**src/hw/rtl/grs_pkg.sv**
```systemverilog
// ----------------------------------------------------------------------------
// Gas reading smoother package
// Shared widths, reset values, register indexes, status codes and the
// divider status record.
// ----------------------------------------------------------------------------
package grs_pkg;

	localparam int DEF_WINDOW_DEPTH = 8;

	localparam int RAW_W      = 32;
	localparam int VAL_W      = 16;
	localparam int FRAC_W     = 4;
	localparam int FILT_W     = 20;
	localparam int LVL_W      = 3;
	localparam int STAT_W     = 2;
	localparam int WEIGHT_W   = 8;
	localparam int CFG_IDX_W  = 3;
	localparam int CFG_DATA_W = 16;

	localparam logic [VAL_W-1:0]    RST_LOW_LIMIT  = 16'd400;
	localparam logic [VAL_W-1:0]    RST_HIGH_LIMIT = 16'd5000;
	localparam logic [VAL_W-1:0]    RST_GRADE_ONE  = 16'd800;
	localparam logic [VAL_W-1:0]    RST_GRADE_TWO  = 16'd1200;
	localparam logic [VAL_W-1:0]    RST_GRADE_THR  = 16'd2000;
	localparam logic [VAL_W-1:0]    RST_GRADE_FOUR = 16'd3000;
	localparam logic [WEIGHT_W-1:0] RST_WEIGHT     = 8'd77;

	localparam logic [LVL_W-1:0] LEVEL_NONE  = 3'd0;
	localparam logic [LVL_W-1:0] LEVEL_ONE   = 3'd1;
	localparam logic [LVL_W-1:0] LEVEL_TWO   = 3'd2;
	localparam logic [LVL_W-1:0] LEVEL_THREE = 3'd3;
	localparam logic [LVL_W-1:0] LEVEL_FOUR  = 3'd4;
	localparam logic [LVL_W-1:0] LEVEL_FIVE  = 3'd5;

	typedef enum logic [STAT_W-1:0] {
		STAT_OK        = 2'd0,
		STAT_READ_FAIL = 2'd1,
		STAT_RANGE     = 2'd2
	} grs_status_t;

	typedef enum logic [CFG_IDX_W-1:0] {
		CFG_LOW_LIMIT   = 3'd0,
		CFG_HIGH_LIMIT  = 3'd1,
		CFG_GRADE_ONE   = 3'd2,
		CFG_GRADE_TWO   = 3'd3,
		CFG_GRADE_THREE = 3'd4,
		CFG_GRADE_FOUR  = 3'd5,
		CFG_WEIGHT      = 3'd6
	} grs_cfg_idx_t;

	typedef struct packed {
		logic busy;
		logic done;
	} grs_div_stat_t;

endpackage

```
**src/hw/rtl/grs_ram.sv**
```systemverilog
// ----------------------------------------------------------------------------
// Generic single-port-write RAM
// One write port and one read port with registered read data.
// ----------------------------------------------------------------------------
module grs_ram #(
	parameter int WIDTH = 16,
	parameter int DEPTH = 8
) (
	input  logic                     clk,
	input  logic                     wr_en,
	input  logic [$clog2(DEPTH)-1:0] wr_addr,
	input  logic [WIDTH-1:0]         wr_data,
	input  logic                     rd_en,
	input  logic [$clog2(DEPTH)-1:0] rd_addr,
	output logic [WIDTH-1:0]         rd_data
);

	logic [WIDTH-1:0] mem_q [DEPTH];
	logic [WIDTH-1:0] rd_data_q;

	always_ff @(posedge clk) begin
		if (wr_en) begin
			mem_q[wr_addr] <= wr_data;
		end
		if (rd_en) begin
			rd_data_q <= mem_q[rd_addr];
		end
	end

	assign rd_data = rd_data_q;

endmodule

```
**src/hw/rtl/grs_div.sv**
```systemverilog
// ----------------------------------------------------------------------------
// Serial restoring divider
// Produces one quotient bit per cycle; done pulses for one cycle when the
// quotient is ready.
// ----------------------------------------------------------------------------
module grs_div #(
	parameter int NUM_W = 23,
	parameter int DEN_W = 4
) (
	input  logic                   clk,
	input  logic                   arst_n,
	input  logic                   start,
	input  logic [NUM_W-1:0]       dividend,
	input  logic [DEN_W-1:0]       divisor,
	output grs_pkg::grs_div_stat_t stat,
	output logic [NUM_W-1:0]       quotient
);

	import grs_pkg::*;

	localparam int CW = $clog2(NUM_W + 1);

	logic [NUM_W-1:0] num_q;
	logic [DEN_W-1:0] rem_q;
	logic [DEN_W-1:0] den_q;
	logic [CW-1:0]    cnt_q;
	logic             busy_q;
	logic             done_q;
	logic [DEN_W:0]   shifted;
	logic [DEN_W:0]   diff;
	logic             fits;

	assign shifted = {rem_q, num_q[NUM_W-1]};
	assign diff    = shifted - {1'b0, den_q};
	assign fits    = (shifted >= {1'b0, den_q});

	always_ff @(posedge clk or negedge arst_n) begin
		if (!arst_n) begin
			busy_q <= 1'b0;
			done_q <= 1'b0;
			cnt_q  <= '0;
		end else begin
			done_q <= busy_q && (cnt_q == CW'(1));
			if (start) begin
				busy_q <= 1'b1;
				cnt_q  <= CW'(NUM_W);
			end else if (busy_q) begin
				cnt_q <= cnt_q - CW'(1);
				if (cnt_q == CW'(1)) begin
					busy_q <= 1'b0;
				end
			end
		end
	end

	always_ff @(posedge clk) begin
		if (start) begin
			num_q <= dividend;
			rem_q <= '0;
			den_q <= divisor;
		end else if (busy_q) begin
			num_q <= {num_q[NUM_W-2:0], fits};
			rem_q <= fits ? diff[DEN_W-1:0] : shifted[DEN_W-1:0];
		end
	end

	assign stat.busy = busy_q;
	assign stat.done = done_q;
	assign quotient  = num_q;

	ap_done_after_busy: assert property (@(posedge clk) disable iff (!arst_n)
		done_q |-> $past(busy_q))
		else $error("divider finished without running");

	ap_start_when_idle: assert property (@(posedge clk) disable iff (!arst_n)
		start |-> !busy_q)
		else $error("divider restarted while busy");

	ap_count_bound: assert property (@(posedge clk) disable iff (!arst_n)
		busy_q |-> (cnt_q != '0) && (cnt_q <= CW'(NUM_W)))
		else $error("divider count out of bounds");

endmodule

```
**src/hw/rtl/gas_reading_smoother_top.sv**
```systemverilog
// ----------------------------------------------------------------------------
// Gas reading smoother
// Windowed mean of accepted readings followed by an exponential average
// and a five-level air grade.
// ----------------------------------------------------------------------------
// Accepted reading: the request passes through READ, DIV, MUL, BLEND and DONE;
// in DIV the serial divider produces one quotient bit per cycle.
// Rejected reading: the request goes straight from IDLE to DONE.
// One reading is processed at a time; the state returns to IDLE, where the next
// request is taken, on the same edge that registers the result.
// Reset restores the register defaults and empties the window at once.
// ----------------------------------------------------------------------------
module gas_reading_smoother_top #(
	parameter int WINDOW_DEPTH = grs_pkg::DEF_WINDOW_DEPTH
) (
	input  logic                            clk,
	input  logic                            arst_n,
	input  logic                            reading_valid,
	output logic                            reading_stall,
	input  logic [grs_pkg::RAW_W-1:0]       raw_ppm,
	input  logic                            read_failed,
	output logic                            result_valid,
	input  logic                            result_stall,
	output logic [grs_pkg::STAT_W-1:0]      status,
	output logic [grs_pkg::FILT_W-1:0]      filtered_sixteenths,
	output logic [grs_pkg::LVL_W-1:0]       quality_level,
	input  logic                            cfg_valid,
	output logic                            cfg_ready,
	input  logic [grs_pkg::CFG_IDX_W-1:0]   cfg_index,
	input  logic [grs_pkg::CFG_DATA_W-1:0]  cfg_data
);

	import grs_pkg::*;

	localparam int AW    = $clog2(WINDOW_DEPTH);
	localparam int SUM_W = VAL_W + $clog2(WINDOW_DEPTH);
	localparam int CNT_W = $clog2(WINDOW_DEPTH + 1);
	localparam int NUM_W = SUM_W + FRAC_W;
	localparam int MUL_W = WEIGHT_W + FILT_W;
	localparam int ACC_W = MUL_W + 2;

	typedef enum logic [5:0] {
		ST_IDLE  = 6'b000001,
		ST_READ  = 6'b000010,
		ST_DIV   = 6'b000100,
		ST_MUL   = 6'b001000,
		ST_BLEND = 6'b010000,
		ST_DONE  = 6'b100000
	} grs_state_t;

	grs_state_t state_q;

	logic [VAL_W-1:0]    low_limit_q;
	logic [VAL_W-1:0]    high_limit_q;
	logic [VAL_W-1:0]    grade_one_q;
	logic [VAL_W-1:0]    grade_two_q;
	logic [VAL_W-1:0]    grade_three_q;
	logic [VAL_W-1:0]    grade_four_q;
	logic [WEIGHT_W-1:0] weight_q;

	logic [AW-1:0]       slot_q;
	logic                wrapped_q;
	logic [SUM_W-1:0]    sum_q;
	logic [CNT_W-1:0]    cnt_q;
	logic [FILT_W-1:0]   smoothed_q;
	logic [LVL_W-1:0]    grade_q;

	grs_status_t         status_q;
	logic                ok_q;
	logic [VAL_W-1:0]    value_q;
	logic [FILT_W-1:0]   avg_q;
	logic [MUL_W-1:0]    mul_q;

	logic                result_valid_q;
	logic [STAT_W-1:0]   status_out_q;
	logic [FILT_W-1:0]   filt_out_q;
	logic [LVL_W-1:0]    level_out_q;

	logic                accept;
	logic                out_free;
	logic [VAL_W-1:0]    ram_rd_data;
	logic [VAL_W-1:0]    old_val;
	logic [SUM_W-1:0]    sum_new;
	logic [CNT_W-1:0]    cnt_new;
	logic [NUM_W-1:0]    dividend;
	logic                div_start;
	grs_div_stat_t       div_stat;
	logic [NUM_W-1:0]    quotient;
	logic [ACC_W-1:0]    acc;
	logic [LVL_W-1:0]    grade_new;
	logic                in_range;

	assign cfg_ready = 1'b1;

	always_ff @(posedge clk or negedge arst_n) begin
		if (!arst_n) begin
			low_limit_q   <= RST_LOW_LIMIT;
			high_limit_q  <= RST_HIGH_LIMIT;
			grade_one_q   <= RST_GRADE_ONE;
			grade_two_q   <= RST_GRADE_TWO;
			grade_three_q <= RST_GRADE_THR;
			grade_four_q  <= RST_GRADE_FOUR;
			weight_q      <= RST_WEIGHT;
		end else if (cfg_valid) begin
			case (grs_cfg_idx_t'(cfg_index))
				CFG_LOW_LIMIT:   low_limit_q   <= cfg_data;
				CFG_HIGH_LIMIT:  high_limit_q  <= cfg_data;
				CFG_GRADE_ONE:   grade_one_q   <= cfg_data;
				CFG_GRADE_TWO:   grade_two_q   <= cfg_data;
				CFG_GRADE_THREE: grade_three_q <= cfg_data;
				CFG_GRADE_FOUR:  grade_four_q  <= cfg_data;
				CFG_WEIGHT:      weight_q      <= cfg_data[WEIGHT_W-1:0];
				default: begin
				end
			endcase
		end
	end

	assign reading_stall = (state_q != ST_IDLE);
	assign accept        = reading_valid && (state_q == ST_IDLE);
	assign out_free      = !result_valid_q || !result_stall;
	assign in_range      = (raw_ppm >= {{(RAW_W-VAL_W){1'b0}}, low_limit_q})
		&& (raw_ppm <= {{(RAW_W-VAL_W){1'b0}}, high_limit_q});

	// The slot about to be written holds data only after the first full pass.
	assign old_val   = wrapped_q ? ram_rd_data : '0;
	assign sum_new   = sum_q - SUM_W'(old_val) + SUM_W'(value_q);
	assign cnt_new   = cnt_q - CNT_W'(old_val != '0) + CNT_W'(value_q != '0);
	assign dividend  = {sum_new, {FRAC_W{1'b0}}} + NUM_W'(cnt_new >> 1);
	assign div_start = (state_q == ST_READ);

	grs_ram #(
		.WIDTH(VAL_W),
		.DEPTH(WINDOW_DEPTH)
	) u_window_ram (
		.clk    (clk),
		.wr_en  (state_q == ST_READ),
		.wr_addr(slot_q),
		.wr_data(value_q),
		.rd_en  (accept),
		.rd_addr(slot_q),
		.rd_data(ram_rd_data)
	);

	grs_div #(
		.NUM_W(NUM_W),
		.DEN_W(CNT_W)
	) u_div (
		.clk     (clk),
		.arst_n  (arst_n),
		.start   (div_start),
		.dividend(dividend),
		.divisor (cnt_new),
		.stat    (div_stat),
		.quotient(quotient)
	);

	assign acc = ACC_W'(mul_q)
		+ ACC_W'(9'd256 - {1'b0, weight_q}) * ACC_W'(smoothed_q)
		+ ACC_W'(128);

	always_comb begin
		if (smoothed_q <= {grade_one_q, {FRAC_W{1'b0}}}) begin
			grade_new = LEVEL_ONE;
		end else if (smoothed_q <= {grade_two_q, {FRAC_W{1'b0}}}) begin
			grade_new = LEVEL_TWO;
		end else if (smoothed_q <= {grade_three_q, {FRAC_W{1'b0}}}) begin
			grade_new = LEVEL_THREE;
		end else if (smoothed_q <= {grade_four_q, {FRAC_W{1'b0}}}) begin
			grade_new = LEVEL_FOUR;
		end else begin
			grade_new = LEVEL_FIVE;
		end
	end

	always_ff @(posedge clk or negedge arst_n) begin
		if (!arst_n) begin
			state_q        <= ST_IDLE;
			slot_q         <= '0;
			wrapped_q      <= 1'b0;
			sum_q          <= '0;
			cnt_q          <= '0;
			smoothed_q     <= '0;
			grade_q        <= LEVEL_NONE;
			result_valid_q <= 1'b0;
		end else begin
			if (state_q == ST_DONE && out_free) begin
				result_valid_q <= 1'b1;
			end else if (!result_stall) begin
				result_valid_q <= 1'b0;
			end
			case (state_q)
				ST_IDLE: begin
					if (accept) begin
						if (read_failed || !in_range) begin
							state_q <= ST_DONE;
						end else begin
							state_q <= ST_READ;
						end
					end
				end
				ST_READ: begin
					sum_q <= sum_new;
					cnt_q <= cnt_new;
					if (slot_q == AW'(WINDOW_DEPTH - 1)) begin
						slot_q    <= '0;
						wrapped_q <= 1'b1;
					end else begin
						slot_q <= slot_q + AW'(1);
					end
					state_q <= ST_DIV;
				end
				ST_DIV: begin
					if (div_stat.done) begin
						state_q <= ST_MUL;
					end
				end
				ST_MUL: begin
					state_q <= ST_BLEND;
				end
				ST_BLEND: begin
					if (smoothed_q == '0) begin
						smoothed_q <= avg_q;
					end else begin
						smoothed_q <= acc[FILT_W+7:8];
					end
					state_q <= ST_DONE;
				end
				ST_DONE: begin
					if (out_free) begin
						if (ok_q) begin
							grade_q <= grade_new;
						end
						state_q <= ST_IDLE;
					end
				end
				default: begin
					state_q <= ST_IDLE;
				end
			endcase
		end
	end

	always_ff @(posedge clk) begin
		if (accept) begin
			value_q <= raw_ppm[VAL_W-1:0];
			if (read_failed) begin
				status_q <= STAT_READ_FAIL;
				ok_q     <= 1'b0;
			end else if (!in_range) begin
				status_q <= STAT_RANGE;
				ok_q     <= 1'b0;
			end else begin
				status_q <= STAT_OK;
				ok_q     <= 1'b1;
			end
		end
		if (state_q == ST_DIV && div_stat.done) begin
			avg_q <= (cnt_q == '0) ? '0 : quotient[FILT_W-1:0];
		end
		if (state_q == ST_MUL) begin
			mul_q <= weight_q * avg_q;
		end
		if (state_q == ST_DONE && out_free) begin
			status_out_q <= status_q;
			filt_out_q   <= smoothed_q;
			level_out_q  <= ok_q ? grade_new : grade_q;
		end
	end

	assign result_valid        = result_valid_q;
	assign status              = status_out_q;
	assign filtered_sixteenths = filt_out_q;
	assign quality_level       = level_out_q;

	ap_result_from_done: assert property (@(posedge clk) disable iff (!arst_n)
		$rose(result_valid_q) |-> $past(state_q == ST_DONE))
		else $error("result registered outside the completion step");

	ap_count_bound: assert property (@(posedge clk) disable iff (!arst_n)
		cnt_q <= CNT_W'(WINDOW_DEPTH))
		else $error("filled count exceeds the window depth");

	ap_empty_sum: assert property (@(posedge clk) disable iff (!arst_n)
		(cnt_q == '0) |-> (sum_q == '0))
		else $error("window sum nonzero with no filled entries");

	ap_div_in_wait: assert property (@(posedge clk) disable iff (!arst_n)
		div_stat.done |-> (state_q == ST_DIV))
		else $error("divider finished outside the wait step");

	ap_grade_set: assert property (@(posedge clk) disable iff (!arst_n)
		(state_q == ST_DONE && out_free && ok_q) |=> (grade_q != LEVEL_NONE))
		else $error("accepted reading left no grade");

endmodule

```
**config.mk**
```make
export PLATFORM = sky130hd
export DESIGN_NAME = gas_reading_smoother_top
export DESIGN_NICKNAME = d
export VERILOG_FILES = /design/src/hw/rtl/grs_pkg.sv /design/src/hw/rtl/grs_ram.sv /design/src/hw/rtl/grs_div.sv /design/src/hw/rtl/gas_reading_smoother_top.sv
export SDC_FILE = /design/constraint.sdc
export NUM_CORES = 2
export LEC_CHECK = 0
export BUFFER_PORTS_ARGS = -buffer_cell sky130_fd_sc_hd__buf_2
export CAP_MARGIN = 20
export CORE_UTILIZATION = 60
export CTS_BUF_LIST = sky130_fd_sc_hd__clkbuf_2 sky130_fd_sc_hd__clkbuf_4 sky130_fd_sc_hd__clkbuf_8
export DETAILED_ROUTE_END_ITERATION = 12
export PLACE_DENSITY = 0.77
export SLEW_MARGIN = 25
export SYNTH_ARGS = -nofsm -noshare
export SYNTH_HDL_FRONTEND = slang
export SYNTH_HIERARCHICAL = 1
export SYNTH_SLANG_ARGS = --single-unit
```
**constraint.sdc**
```tcl
create_clock -name clk -period 7.93 [get_ports clk]
set_input_delay 0.793 -clock clk [delete_from_list [all_inputs] [get_ports clk]]
set_output_delay 0.793 -clock clk [all_outputs]
set_load 0.005 [all_outputs]
```
==> metrics.txt <==
status finished, final reports clean; Final period util 89.9%; net count after synthesis 3526; GPL Wtd Cong 0.920; DP HPWL 53100 um; die area 0.0544 mm2; via density per instance roughly 5.8; Worst setup EP type flip-flop; Clock power frac about 17%; Die Y-Extent between 200 and 250 um; slowest CP cell dfstp_2; first-pass GRT wire length approximately 120000 um; minimum clock period after layout approximately 7000 ps; critical-path cell list nor2_1 -> nand3_1 -> xor2_2 -> buf_4 -> nand2_1 -> fa_1 -> inv_1 -> fa_1 -> fa_1 -> fa_1 -> inv_1 -> fa_1 -> inv_1 -> ha_1 -> nand2_1 -> nor2_1 -> o221ai_1 -> a31oi_1 -> o21ai_2 -> and2b_1 -> o21ai_1 -> xnor2_1 -> o221ai_1; Final setup viols 0; layout cells sized above 1 around 14%; delay-heaviest family, CP adder cells; Worst Path Class, Setup reg -> reg; worst path bufs/invs 4; # rows 84; DRT Pass-1 Iters 7; CTS max path bufs 3; Hold Vio Cnt, Final 0; GR Util All Layers 28.7%; type of the tightest min-delay check in -> async; post-CTS setup repair buffer count 0; clk slew on worst S/H paths 60 ps; Post-CTS Resized 0; fin nets 3602; Comb power frac a little under 60%; Reg-to-Reg Start weight_q[2]; Synth Instances about 3000; DRC 0; sequential share of power 24.3%; max-slew violation count 0; Max-cap violations 0; H-tree levels 3; setup_tns 0 ps; Critical Path AT 7620 ps; average cell area after synthesis 10.9 um2; Area growth syn-to-layout 8.74%; routed wire length 74100 um; Tightest Pin Transition 1070 ps; Slew headroom between 20 and 30%; core area 0.0527 mm2; Switching Share 41.8%; CTS Buf Count 73; die width between 200 and 250 um; Post-DRT Antenna Nets 0; initial antenna violation count 2; Peak Freq 140 MHz; flop2flop setup slack 800 ps; initial core utilization 60.9%; Int Power 7310 uW; hold buffer count at CTS 0; Worst path max stage delay 800 ps; Cell Area, Synth roughly 0.032 mm2; Boundary Pins 85; total grt overflow 0; Initial DRC Count 1603; Sink Count 435; Switching Power 5260 uW; startpoint type of the worst setup path flip-flop; TritonCTS clock tree built; IO Port Bufs 83; via count 21679; CP Max Fanout 24; Worst R2R Path Depth 23; vias in the first global route 22950; skew final 61.3 ps; Ys Warns 6; Hold WS 153 ps; Clock Latency Late Sink 700 ps; Leak about 0.016 uW; clock tree root buffer cell clkbuf_8; maximum VDD drop 627 uV; largest net degree at the start of global routing 90; RR Endpoint smoothed_q[16]; pwr/cell area 360 mW/mm2; WL/cell around 20 um; most used cell, CP fa_1; RSZ-0062 raised after global routing no; Worst Path Required 8430 ps
[flip-flops by register name, summed over array words and instances, names as in the netlist, 19 cells and up]
register             count
smoothed_q              20
sum_q                   19
u_window_ram/mem_q     128
mul_q                   28
filtered_sixteenths     20
u_div/quotient          23
avg_q                   20
[cell usage in the layout (no fill, tap or decap), drive strengths merged, types with 5 or more instances in the layout]
master  instances
or4             5
fa            276
inv           526
xor2           19
xnor2          50
nand3b          5
a21o           48
o21bai         12
ha            263
nor2b          36
nor3           23
o221ai          6
o211ai          8
mux4           32
and3            5
edfxtp        263
mux2i           5
nand3          13
a211oi          9
clkbuf        108
a21oi          91
nand4          24
and2          163
nand2b         18
o22ai           7
nor3b           5
a31oi           7
clkinv         16
nor2           70
mux2           97
dfstp          33
nand4b          6
buf           116
dfrtp         135
nand2         336
o21ai         129
o21a           13
nor4           27
[worst max-delay path by stage]
stage	from	end	cells after the start
after floorplan	weight_q[0]	smoothed_q[19]	24
after global placement	weight_q[2]	smoothed_q[19]	23
after detailed placement	weight_q[2]	smoothed_q[16]	23
after CTS	weight_q[2]	smoothed_q[16]	23
after global routing	weight_q[2]	smoothed_q[16]	23
final	weight_q[2]	smoothed_q[16]	23
[power groups by stage]
stage                     combinational, uW  clock (uW)  sequential, uW
final                                  7350        2160            3050
after CTS                              7370        2210            3050
after floorplan                        5700           0            3060
after detailed placement               7310           0            3090
after global routing                   8260        2300            3060
after global placement                 7070           0            3090
[layer usage]
metal	GRT usage (%)	part of all wire, %	up-vias
met1	37.0	41	10848
li1	-	-	9816
met5	0	0	-
met4	11.8	3.7	0
met2	48.7	49	813
met3	4.04	6.6	202
[metrics by stage]
step                      area, um2  total power [uW]  worst slack [ps]  utilization (%)  cells
after floorplan               32100              8760              1840                -   2930
after global placement        33200             10200               876             63.0   3618
after detailed placement      33200             10400               624             63.1   3618
after CTS                     34800             12600               584             66.1   3750
after global routing          34900             13600               545             66.2   3753
final                         34900             12600               801             66.2   3753
[final cells by class]
type,instances,area (um2)
tap,688,861
inverter,522,1960
fill,3879,17800
antenna,2,5.00
clock inverter,24,317
clock buffer,108,1290
timing repair buffer,116,693
multi-input combinational,1858,17500
sequential,435,12200
Note: power is estimated with default switching activity, not from simulation.
